**src/tcce_pkg.sv**
```systemverilog
package tcce_pkg;

    localparam int MAX_COLUMNS = 80;
    localparam int MAX_ROWS    = 25;
    localparam int CELLS       = MAX_COLUMNS * MAX_ROWS;

    // field widths of the request and response channels
    localparam int COL_W      = 7;
    localparam int ROW_W      = 5;
    localparam int ADDR_W     = 11;
    localparam int CHAR_W     = 8;
    localparam int CELL_W     = 16;
    localparam int TAB_W      = 5;
    localparam int COLOR_W    = 4;

    // cell store addressing
    localparam int MEM_AW     = $clog2(CELLS);
    localparam int CNT_W      = $clog2(CELLS + 1);

    // configuration port
    localparam int CFG_IDX_W  = 3;
    localparam int CFG_DATA_W = 7;

    localparam logic [CFG_IDX_W-1:0] REG_COLUMNS       = 3'd0;
    localparam logic [CFG_IDX_W-1:0] REG_ROWS          = 3'd1;
    localparam logic [CFG_IDX_W-1:0] REG_TEXT_COLOR    = 3'd2;
    localparam logic [CFG_IDX_W-1:0] REG_FILL_COLOR    = 3'd3;
    localparam logic [CFG_IDX_W-1:0] REG_TAB_SIZE      = 3'd4;
    localparam logic [CFG_IDX_W-1:0] REG_CURSOR_ENABLE = 3'd5;

    localparam logic [CHAR_W-1:0] CH_NUL   = 8'h00;
    localparam logic [CHAR_W-1:0] CH_BEL   = 8'h07;
    localparam logic [CHAR_W-1:0] CH_BS    = 8'h08;
    localparam logic [CHAR_W-1:0] CH_TAB   = 8'h09;
    localparam logic [CHAR_W-1:0] CH_LF    = 8'h0a;
    localparam logic [CHAR_W-1:0] CH_VT    = 8'h0b;
    localparam logic [CHAR_W-1:0] CH_FF    = 8'h0c;
    localparam logic [CHAR_W-1:0] CH_CR    = 8'h0d;
    localparam logic [CHAR_W-1:0] CH_SPACE = 8'h20;

    localparam logic [CELL_W-1:0] BLANK_CELL = 16'h0720;

    typedef enum logic [2:0] {
        CLS_READ,
        CLS_ZERO,
        CLS_NOP,
        CLS_NL,
        CLS_CR,
        CLS_TAB,
        CLS_VT,
        CLS_PRINT
    } cls_t;

    typedef struct packed {
        cls_t              cls;
        logic [CHAR_W-1:0] char_code;
        logic [ADDR_W-1:0] cell_address;
    } cmd_t;

    typedef struct packed {
        logic [COL_W-1:0]   cols;
        logic [ROW_W-1:0]   rows;
        logic [2*COLOR_W-1:0] attr;
        logic [TAB_W-1:0]   tab;
        logic               cursor_en;
    } cfg_t;

endpackage

```
**src/tcce_regs.sv**
```systemverilog
module tcce_regs (
    input  logic                             clk,
    input  logic                             rst_n,
    input  logic                             cfg_we,
    input  logic [tcce_pkg::CFG_IDX_W-1:0]   cfg_index,
    input  logic [tcce_pkg::CFG_DATA_W-1:0]  cfg_data,
    output tcce_pkg::cfg_t                   cfg
);
    import tcce_pkg::*;

    logic [COL_W-1:0]   columns_reg;
    logic [ROW_W-1:0]   rows_reg;
    logic [COLOR_W-1:0] text_color_reg;
    logic [COLOR_W-1:0] fill_color_reg;
    logic [TAB_W-1:0]   tab_size_reg;
    logic               cursor_enable_reg;

    always_ff @(posedge clk or negedge rst_n)
    begin
        if (!rst_n)
        begin
            columns_reg       <= COL_W'(MAX_COLUMNS);
            rows_reg          <= ROW_W'(MAX_ROWS);
            text_color_reg    <= 4'd7;
            fill_color_reg    <= 4'd0;
            tab_size_reg      <= 5'd8;
            cursor_enable_reg <= 1'b0;
        end
        else if (cfg_we)
        begin
            case (cfg_index)
                REG_COLUMNS:       columns_reg       <= cfg_data[COL_W-1:0];
                REG_ROWS:          rows_reg          <= cfg_data[ROW_W-1:0];
                REG_TEXT_COLOR:    text_color_reg    <= cfg_data[COLOR_W-1:0];
                REG_FILL_COLOR:    fill_color_reg    <= cfg_data[COLOR_W-1:0];
                REG_TAB_SIZE:      tab_size_reg      <= cfg_data[TAB_W-1:0];
                REG_CURSOR_ENABLE: cursor_enable_reg <= cfg_data[0];
                default: ;
            endcase
        end
    end

    // oversized geometry clamps to the store size
    always_comb
    begin
        cfg.cols      = (columns_reg > COL_W'(MAX_COLUMNS)) ? COL_W'(MAX_COLUMNS) : columns_reg;
        cfg.rows      = (rows_reg > ROW_W'(MAX_ROWS)) ? ROW_W'(MAX_ROWS) : rows_reg;
        cfg.attr      = {fill_color_reg, text_color_reg};
        cfg.tab       = tab_size_reg;
        cfg.cursor_en = cursor_enable_reg;
    end

endmodule

```
**config.mk**
```make
export PLATFORM = sky130hd
export DESIGN_NAME = tcce_regs
export DESIGN_NICKNAME = d
export VERILOG_FILES = /design/src/tcce_pkg.sv /design/src/tcce_regs.sv
export SDC_FILE = /design/constraint.sdc
export NUM_CORES = 1
export LEC_CHECK = 0
export BUFFER_PORTS_ARGS = -buffer_cell sky130_fd_sc_hd__buf_4
export CORE_MARGIN = 2
export CORE_UTILIZATION = 40
export DETAILED_ROUTE_END_ITERATION = 6
export PLACE_DENSITY_LB_ADDON = 0.3
export SYNTH_ARGS = -nofsm -noshare
export SYNTH_HDL_FRONTEND = slang
export SYNTH_SLANG_ARGS = --single-unit
```
**constraint.sdc**
```tcl
create_clock -name clk -period 2.7 [get_ports clk]
set_input_delay 0.54 -clock clk [delete_from_list [all_inputs] [get_ports clk]]
set_output_delay 0.54 -clock clk [all_outputs]
set_load 0.01 [all_outputs]
```
==> impl_metrics.py <==
metrics = {
    "layout": {
        "n_fill_cell": 241,
        "final_cell_mix": "buf_4, mux2_2, dfrtp_1",
        "n_antenna_cell": 0,
        "area_delta_synth_final_pct": 31.8,
        "regArea_sq_um": 662,
        "largest_register_ffs": 7,
        "fin_util_pct": 54.7,
        "drive_gt1_share_pct": 72.3,
        "multi_input_area_sq_um": 443,
        "final_nets": 126,
        "final_common_cell": "buf_4",
        "fin_cells": 143,
    },
    "power_and_ir_drop": {
        "seq_power_share_pct": 47.2,
        "p_sw_uw": 302,
        "p_int_uw": 855,
        "power_density_nw_per_um2": 781,
        "p_sw_share_pct": 26.1,
        "leakage_nw": 0.668,
        "ir_drop_v": 0.000437,
        "clkPwrFrac_pct": 23.1,
        "comb_power_share_pct": 29.7,
    },
    "detailed_routing": {
        "num_vias": 719,
        "drc": 0,
        "firstDrtPassIters": 4,
        "viasPerCell": 5.03,
        "drtAntennaViolNets": 0,
        "routedWlPerCell_um": 14.6,
        "drt_iter0_drc": 7,
        "totalWireLength_um": 2090,
    },
    "clock_network": {
        "path_clk_slew_ns": 0.15,
        "post-cts-setup-buffers": 0,
        "numCtsBuffers": 3,
        "clk_latency_ns": 0.32,
        "clock-root-buffer": "clkbuf_4",
        "cts_buffer_depth": 2,
        "cts.sinks": 26,
        "post_cts_resized": 0,
        "cts_tree": "yes",
        "htreeDepth": 1,
        "cts_hold_buffers": 0,
    },
    "sta": {
        "setup_viol_count_final": 0,
        "fin_skew_ns": 0,
        "final_hold_viol_count": 0,
        "period_needed_ns": 1.91,
        "rsz0062_at_grt": "false",
        "relSlewSlack_pct": 67.6,
        "drv_slew": 0,
        "holdWs_ns": 0.0951,
        "final.setup.tns_ns": 0,
        "fmax_ghz": 0.523,
        "layout_setup_ws_ns": 0.787,
        "tightest_slew_ns": 0.485,
        "post-route-period-util_pct": 70.9,
    },
    "outcome": {
        "status": "finished clean",
    },
    "logic_synthesis": {
        "postSynthAreaPerCell_sq_um": 15.2,
        "syn_nets": 87,
        "synthCells": 74,
        "synthesis.area_sq_um": 1120,
        "yosysSeqAreaShare_pct": 58.9,
        "ys_ff_latch": 26,
        "synth.distinct_cells": 15,
        "ys_warn_count": 0,
    },
    "die": {
        "core_area_sq_um": 2710,
        "initial_utilization_pct": 41.5,
        "std_cell_rows": 19,
        "die_h_um": 57,
        "io_pins": 39,
        "fp.dieW_um": 57,
        "die_area_sq_um": 3250,
    },
    "critical_path": {
        "cpPeakStageDelay_ns": 0.59,
        "required_ns": 2.16,
        "crit_slowest_cell": "dfstp_2",
        "cp-end-kind": "primary output",
        "start_kind": "register",
        "crit_chain": "o21ai_0, and2_1, buf_4",
        "crit_path_max_fanout": 5,
        "path_class": "register to primary output",
        "cp.arrival_ns": 1.37,
    },
    "place": {
        "port_buffers": 38,
        "hpwlAfterDp_um": 1620,
        "pre_cts_ws_ns": 0.993,
        "dp_cells": 139,
        "gp_congestion": 0.683,
    },
    "min_path": {
        "hp-class": "primary input to async pin",
    },
    "global_routing": {
        "first_global_vias": 731,
        "antenna_found_initial": 0,
        "grt_pass1_wl_um": 3510,
        "grtUsageTotal_pct": 14.2,
        "grt_max_degree": 27,
        "grt-ovfl-total": 0,
    },
    "flow_run": {
        "max_cap_violations": 0,
    },
}
==> through the flow <==
step,power (mW),instance area [sq um]
floorplan,0.720,1120
global placement,0.895,1430
detailed placement,0.906,1430
CTS,1.17,1480
global route,1.22,1480
finish,1.16,1480
==> power groups by stage <==
| stage | Sequential [mW] | Combinational (mW) | Clock (mW) |
|---|---|---|---|
| 4_1_cts | 0.548 | 0.351 | 0.271 |
| 3_5_place_dp | 0.556 | 0.350 | 0 |
| 6_report | 0.546 | 0.344 | 0.267 |
| 5_1_grt | 0.561 | 0.372 | 0.290 |
| 3_3_place_gp | 0.549 | 0.346 | 0 |
| 2_1_floorplan | 0.564 | 0.156 | 0 |
==> routing by layer <==
metal / GRT usage (%) / wire (um) / vias up
met5: 0 / 0 / -
met4: 5.98 / 21 / 0
met3: 1.59 / 81 / 2
met2: 23.5 / 1100 / 17
met1: 19.0 / 881 / 361
li1: - / - / 339
==> cells in the mapped netlist <==
cell type   n  share of area (%)
mux2_2     26                 26
dfrtp_1    17                 38
dfstp_2     9                 21
and2_1      6                3.3
and4bb_2    3                3.3
clkbuf_1    3                1.0
nand4b_1    2                1.6
a21o_1      1               0.67
buf_4       1               0.67
nand2_1     1               0.33
nor2_1      1               0.33
nor2b_1     1               0.56
nor4b_4     1                2.1
o21ai_0     1               0.45
o21bai_1    1               0.67
==> cells by family (layout without fill, tap and decap cells) <==
group	Yosys count	in the layout	synth area share, %
multiplexers	26	26	26.1
AO/OA/AOI/OAI	3	3	1.78
flip-flops	26	26	58.9
AND/OR/NAND/NOR	15	15	11.6
buffers and inverters	4	42	1.67
==> worst paths after layout <==
| path | cells after the start | from | slack [ns] | endpoint |
|---|---|---|---|---|
| max | 3 | columns_reg[6]$_DFFE_PN1P_ | 0.79 | cfg[20] |
| min | 1 | rst_n | 0.1 | tab_size_reg[2]$_DFFE_PN0P_ |
| max reg2reg | 1 | columns_reg[6]$_DFFE_PN1P_ | 1.91 | columns_reg[6]$_DFFE_PN1P_ |
| max in group asynchronous | 1 | rst_n | 2.31 | columns_reg[4]$_DFFE_PN1P_ |
| min in group clk | 2 | cfg_data[5] | 0.44 | columns_reg[5]$_DFFE_PN0P_ |
| min reg2reg | 1 | fill_color_reg[2]$_DFFE_PN0P_ | 0.52 | fill_color_reg[2]$_DFFE_PN0P_ |
==> area by class of cell <==
cell class | count | share of cell area (%)
sequential | 26 | 44.7
multi-input combinational | 44 | 29.9
timing repair buffer | 38 | 19.3
tap | 31 | 2.62
clock inverter | 1 | 2.03
clock buffer | 3 | 1.52
==> critical path, delay by kind of cell, from the launching register on <==
family | cells | cell delay, ns
AOI/OAI and AO/OA | 1 | 0.14
buffers and inverters | 1 | 0.14
DFF | 1 | 0.59
and+or+nand+nor | 1 | 0.19
No activity file was read; power rests on OpenSTA's default activity.
