**src/tcce_pkg.sv**
```systemverilog
package tcce_pkg;

    localparam int MAX_COLUMNS = 80;
    localparam int MAX_ROWS    = 25;
    localparam int CELLS       = MAX_COLUMNS * MAX_ROWS;

    // field widths of the request and response channels
    localparam int COL_W      = 7;
    localparam int ROW_W      = 5;
    localparam int ADDR_W     = 11;
    localparam int CHAR_W     = 8;
    localparam int CELL_W     = 16;
    localparam int TAB_W      = 5;
    localparam int COLOR_W    = 4;

    // cell store addressing
    localparam int MEM_AW     = $clog2(CELLS);
    localparam int CNT_W      = $clog2(CELLS + 1);

    // configuration port
    localparam int CFG_IDX_W  = 3;
    localparam int CFG_DATA_W = 7;

    localparam logic [CFG_IDX_W-1:0] REG_COLUMNS       = 3'd0;
    localparam logic [CFG_IDX_W-1:0] REG_ROWS          = 3'd1;
    localparam logic [CFG_IDX_W-1:0] REG_TEXT_COLOR    = 3'd2;
    localparam logic [CFG_IDX_W-1:0] REG_FILL_COLOR    = 3'd3;
    localparam logic [CFG_IDX_W-1:0] REG_TAB_SIZE      = 3'd4;
    localparam logic [CFG_IDX_W-1:0] REG_CURSOR_ENABLE = 3'd5;

    localparam logic [CHAR_W-1:0] CH_NUL   = 8'h00;
    localparam logic [CHAR_W-1:0] CH_BEL   = 8'h07;
    localparam logic [CHAR_W-1:0] CH_BS    = 8'h08;
    localparam logic [CHAR_W-1:0] CH_TAB   = 8'h09;
    localparam logic [CHAR_W-1:0] CH_LF    = 8'h0a;
    localparam logic [CHAR_W-1:0] CH_VT    = 8'h0b;
    localparam logic [CHAR_W-1:0] CH_FF    = 8'h0c;
    localparam logic [CHAR_W-1:0] CH_CR    = 8'h0d;
    localparam logic [CHAR_W-1:0] CH_SPACE = 8'h20;

    localparam logic [CELL_W-1:0] BLANK_CELL = 16'h0720;

    typedef enum logic [2:0] {
        CLS_READ,
        CLS_ZERO,
        CLS_NOP,
        CLS_NL,
        CLS_CR,
        CLS_TAB,
        CLS_VT,
        CLS_PRINT
    } cls_t;

    typedef struct packed {
        cls_t              cls;
        logic [CHAR_W-1:0] char_code;
        logic [ADDR_W-1:0] cell_address;
    } cmd_t;

    typedef struct packed {
        logic [COL_W-1:0]   cols;
        logic [ROW_W-1:0]   rows;
        logic [2*COLOR_W-1:0] attr;
        logic [TAB_W-1:0]   tab;
        logic               cursor_en;
    } cfg_t;

endpackage

```
**src/tcce_if.sv**
```systemverilog
interface tcce_req_if;
    import tcce_pkg::*;

    logic              valid;
    logic              ready;
    logic              req_type;
    logic [CHAR_W-1:0] char_code;
    logic [ADDR_W-1:0] cell_address;

    modport source (output valid, req_type, char_code, cell_address, input ready);
    modport sink   (input valid, req_type, char_code, cell_address, output ready);
endinterface


```
**src/tcce_front.sv**
```systemverilog
module tcce_front (
    input  logic            clk,
    input  logic            rst_n,
    input  logic            hold,
    tcce_req_if.sink        req,
    output logic            q_valid,
    input  logic            q_ready,
    output tcce_pkg::cmd_t  q_cmd
);
    import tcce_pkg::*;

    localparam int QDEPTH = 2;
    localparam int PTR_W  = $clog2(QDEPTH);
    localparam int QCNT_W = $clog2(QDEPTH + 1);

    cmd_t              entry_reg [QDEPTH];
    logic [PTR_W-1:0]  wr_ptr_reg, wr_ptr_next;
    logic [PTR_W-1:0]  rd_ptr_reg, rd_ptr_next;
    logic [QCNT_W-1:0] count_reg, count_next;
    logic              push, pop;
    cmd_t              new_cmd;

    always_comb
    begin
        new_cmd.char_code    = req.char_code;
        new_cmd.cell_address = req.cell_address;
        if (req.req_type)
        begin
            new_cmd.cls = CLS_READ;
        end
        else
        begin
            case (req.char_code)
                CH_NUL:               new_cmd.cls = CLS_ZERO;
                CH_BEL, CH_BS, CH_FF: new_cmd.cls = CLS_NOP;
                CH_LF:                new_cmd.cls = CLS_NL;
                CH_CR:                new_cmd.cls = CLS_CR;
                CH_TAB:               new_cmd.cls = CLS_TAB;
                CH_VT:                new_cmd.cls = CLS_VT;
                default:              new_cmd.cls = CLS_PRINT;
            endcase
        end
    end

    assign req.ready = !hold && (count_reg != QCNT_W'(QDEPTH));
    assign push      = req.valid && req.ready;
    assign q_valid   = (count_reg != '0);
    assign pop       = q_valid && q_ready;
    assign q_cmd     = entry_reg[rd_ptr_reg];

    always_comb
    begin
        wr_ptr_next = wr_ptr_reg;
        rd_ptr_next = rd_ptr_reg;
        count_next  = count_reg;
        if (push)
        begin
            wr_ptr_next = (wr_ptr_reg == PTR_W'(QDEPTH - 1)) ? '0 : wr_ptr_reg + PTR_W'(1);
        end
        if (pop)
        begin
            rd_ptr_next = (rd_ptr_reg == PTR_W'(QDEPTH - 1)) ? '0 : rd_ptr_reg + PTR_W'(1);
        end
        if (push && !pop)
        begin
            count_next = count_reg + QCNT_W'(1);
        end
        else if (pop && !push)
        begin
            count_next = count_reg - QCNT_W'(1);
        end
    end

    always_ff @(posedge clk or negedge rst_n)
    begin
        if (!rst_n)
        begin
            wr_ptr_reg <= '0;
            rd_ptr_reg <= '0;
            count_reg  <= '0;
        end
        else
        begin
            wr_ptr_reg <= wr_ptr_next;
            rd_ptr_reg <= rd_ptr_next;
            count_reg  <= count_next;
        end
    end

    always_ff @(posedge clk)
    begin
        if (push)
        begin
            entry_reg[wr_ptr_reg] <= new_cmd;
        end
    end

endmodule

```
**src/flat_wrapper.sv**
```systemverilog
// flat-port wrapper written by rule: the top's interface ports become plain ports
module tcce_front_flat import tcce_pkg::*;
  (clk, rst_n, hold, q_valid, q_ready, q_cmd, req_valid, req_req_type, req_char_code, req_cell_address, req_ready);
  tcce_req_if req_i ();
  input  logic clk;
  input  logic rst_n;
  input  logic hold;
  output logic q_valid;
  input  logic q_ready;
  output tcce_pkg::cmd_t q_cmd;
  input wire logic [$bits(req_i.valid)-1:0] req_valid;
  input wire logic [$bits(req_i.req_type)-1:0] req_req_type;
  input wire logic [$bits(req_i.char_code)-1:0] req_char_code;
  input wire logic [$bits(req_i.cell_address)-1:0] req_cell_address;
  output wire logic [$bits(req_i.ready)-1:0] req_ready;
  assign req_i.valid = req_valid;
  assign req_i.req_type = req_req_type;
  assign req_i.char_code = req_char_code;
  assign req_i.cell_address = req_cell_address;
  assign req_ready = req_i.ready;
  tcce_front u_core (.clk(clk), .rst_n(rst_n), .hold(hold), .req(req_i), .q_valid(q_valid), .q_ready(q_ready), .q_cmd(q_cmd));
endmodule
```
**config.mk**
```make
export PLATFORM = sky130hd
export DESIGN_NAME = tcce_front_flat
export DESIGN_NICKNAME = d
export VERILOG_FILES = /design/src/tcce_pkg.sv /design/src/tcce_if.sv /design/src/tcce_front.sv /design/src/flat_wrapper.sv
export SDC_FILE = /design/constraint.sdc
export NUM_CORES = 1
export LEC_CHECK = 0
export BUFFER_PORTS_ARGS = -buffer_cell sky130_fd_sc_hd__buf_2
export CORE_MARGIN = 5
export CORE_UTILIZATION = 25
export CTS_CLUSTER_DIAMETER = 50
export DETAILED_ROUTE_END_ITERATION = 16
export PLACE_DENSITY = 0.46
export REMOVE_ABC_BUFFERS = 1
export SLEW_MARGIN = 25
export SYNTH_ARGS = -nofsm -noshare
export SYNTH_HDL_FRONTEND = slang
export SYNTH_SLANG_ARGS = --single-unit
```
**constraint.sdc**
```tcl
create_clock -name clk -period 1.84 [get_ports clk]
set_input_delay 0.276 -clock clk [delete_from_list [all_inputs] [get_ports clk]]
set_output_delay 0.276 -clock clk [all_outputs]
set_load 0.1 [all_outputs]
```
==> impl_metrics.env <==
export IMPL_cts_tree="done"
export IMPL_critPathRequiredTime_ps=1560
export IMPL_yosys_warnings=0
export IMPL_initial_core_util=0.256
export IMPL_dr_first_iter_drc_count=19
export IMPL_fp_dieH_um=98.7
export IMPL_cp_start_kind="flop"
export IMPL_ys_types=25
export IMPL_reg2reg_setup_slack_ps=260
export IMPL_overflow=0
export IMPL_hold_viol=0
export IMPL_finalMaxSlewViolations=0
export IMPL_hp_start="req_cell_address[0]"
export IMPL_die_w_um=98.7
export IMPL_slew_headroom=0.678
export IMPL_rr_worst_depth=5
export IMPL_final_cell_mix="44 x edfxtp_1, 26 x buf_2, 22 x mux2_2, 22 x buf_12"
export IMPL_path_max_fanout=14
export IMPL_min_path_type="in -> reg"
export IMPL_clkTransAtPathRegs_ps=90
export IMPL_grt_usage=0.0811
export IMPL_fin_crit_sh=0.954
export IMPL_drc=0
export IMPL_worstPathArrival_ps=1480
export IMPL_rsz0062_at_grt="false"
export IMPL_rows=32
export IMPL_syn2layout_area_growth_pct=42.9
export IMPL_synth_area_per_cell_sq_um=18.4
export IMPL_final_common_cell="edfxtp_1"
export IMPL_hpwlAfterDp_um=2740
export IMPL_syn_area_sq_um=1970
export IMPL_outcome="complete, no violations"
export IMPL_finalHoldWorstSlack_ps=169
export IMPL_cts_path_max_buffers=2
export IMPL_wl_um=3800
export IMPL_postCtsSetupRepairBufs=0
export IMPL_syn_inst=107
export IMPL_wl_per_cell_um=14.3
export IMPL_setup_viol=0
export IMPL_numClockSinks=48
export IMPL_vias=1117
export IMPL_crit_type="reg -> out"
export IMPL_dpl_cell_count=258
export IMPL_htree_num_levels=2
export IMPL_largest_reg_flops=44
export IMPL_ys_seq_area_frac=0.723
export IMPL_core_area_sq_um=7690
export IMPL_antenna_cells=0
export IMPL_tightest_slew_ps=487
export IMPL_end_kind="primary output"
export IMPL_nNetsFinal=193
export IMPL_io_buffers=48
export IMPL_cts_buffers=5
export IMPL_grt_antenna_before_repair=0
export IMPL_skew_ps=10.1
export IMPL_timing_rr_start="u_core.count_reg[0]$_DFFE_PN0P_"
export IMPL_timing_final_crit_period_ps=1760
export IMPL_cts_root_buffer="clkbuf_8"
export IMPL_r2r_end="u_core.count_reg[1]$_DFFE_PN0P_"
export IMPL_maxCapViolations=0
export IMPL_viasPerCell=4.20
export IMPL_grt_pass1_vias=1193
export IMPL_die_area_sq_um=9740
export IMPL_synth_seq_cells=48
export IMPL_final_antenna_net_count=0
export IMPL_grt_pass1_wl_um=6000
export IMPL_clk_latency_ps=290
export IMPL_max_freq_mhz=570
export IMPL_whs_path_depth=1
export IMPL_layout_drive_gt1_share=0.524
export IMPL_dr_pass1_iters=4
export IMPL_gp_congestion=0.728
export IMPL_min_to="u_core.entry_reg[1][0]$_DFFE_PP_"
export IMPL_fin_cells=266
export IMPL_grt_max_degree=23
export IMPL_io_pins=49
==> worst max-delay path by stage <==
stage | startpoint | endpoint | slack (ps) | depth (start not counted)
6_report | u_core.rd_ptr_reg$_DFFE_PN0P_ | q_cmd[19] | 80 | 3
2_1_floorplan | u_core.count_reg[1]$_DFFE_PN0P_ | u_core.entry_reg[1][0]$_DFFE_PP_ | -470 | 3
5_1_grt | u_core.rd_ptr_reg$_DFFE_PN0P_ | q_cmd[20] | 20 | 3
3_3_place_gp | u_core.rd_ptr_reg$_DFFE_PN0P_ | q_cmd[20] | 390 | 3
4_1_cts | u_core.rd_ptr_reg$_DFFE_PN0P_ | q_cmd[20] | 60 | 3
3_5_place_dp | u_core.count_reg[0]$_DFFE_PN0P_ | u_core.count_reg[1]$_DFFE_PN0P_ | 270 | 5
==> per-layer routing <==
metal  vias to the layer above  GRT usage  wire, um  share of wire
met5                         -          0         0              0
met4                         0     0.0347        65          0.017
met3                         6     0.0347       222          0.058
met2                        33      0.138      1990           0.52
met1                       561     0.0881      1520           0.40
li1                        517          -         -              -
==> critical path: stages, from the launching register on <==
cell and delay [ps]:
dfrtp_1 360, buf_4 240, mux2_2 410, buf_12 180
==> per-stage QoR <==
| step | area [sq um] | worst slack, ps | utilization | setup TNS, ps |
|---|---|---|---|---|
| 4_1_cts | 2810 | 55.6 | 0.366 | 0 |
| 6_report | 2810 | 84.7 | 0.366 | 0 |
| 3_5_place_dp | 2670 | 266 | 0.347 | 0 |
| 5_1_grt | 2810 | 21.7 | 0.366 | 0 |
| 3_3_place_gp | 2670 | 395 | 0.347 | 0 |
| 2_1_floorplan | 1940 | -468 | - | -12920 |
==> final cells by class <==
type	count	area, sq um
inverter	5	18.8
fill	740	4880
clock buffer	5	68.8
clock inverter	2	60.1
sequential	48	1420
multi-input combinational	51	503
timing repair buffer	53	611
tap	102	128
==> synthesized netlist by cell type (all sizes together) <==
| library cell | count | share of area |
|---|---|---|
| nor2 | 4 | 0.0076 |
| a21oi | 2 | 0.0051 |
| inv | 5 | 0.0095 |
| mux2 | 22 | 0.13 |
| xnor2 | 4 | 0.018 |
| and4bb | 1 | 0.0064 |
| nor4 | 1 | 0.011 |
| nor2b | 1 | 0.0045 |
| or2 | 1 | 0.0032 |
| buf | 3 | 0.013 |
| edfxtp | 44 | 0.67 |
| a2111o | 1 | 0.0057 |
| a22o | 1 | 0.0051 |
| xor2 | 1 | 0.0045 |
| nand3b | 1 | 0.0038 |
| nand2 | 1 | 0.0019 |
| ha | 4 | 0.025 |
| mux2i | 1 | 0.0051 |
| o211ai | 2 | 0.010 |
| dfrtp | 4 | 0.051 |
| a311oi | 1 | 0.0045 |
| and3 | 1 | 0.0032 |
| o21a | 1 | 0.0038 |
==> cells by family (layout without fill, tap and decap cells) <==
kind of cell | after synthesis | in the layout | share of synthesized area
AO/OA/AOI/OAI | 8 | 8 | 0.0344
AND/OR/NAND/NOR | 11 | 11 | 0.0413
buffers and inverters | 8 | 65 | 0.0229
adder cells (fa/ha/maj) | 4 | 4 | 0.0254
flip-flops | 48 | 48 | 0.723
multiplexers | 23 | 23 | 0.131
XOR/XNOR | 5 | 5 | 0.0223
==> what timing repair did <==
item	in CTS	in global routing
hold buffers	1	0
gates resized for setup	0	0
hold endpoints to repair	4	0
setup endpoints to repair	0	0
Power is not shown: default switching activity piles up to over one toggle a cycle in this logic, so the estimate is an artifact.
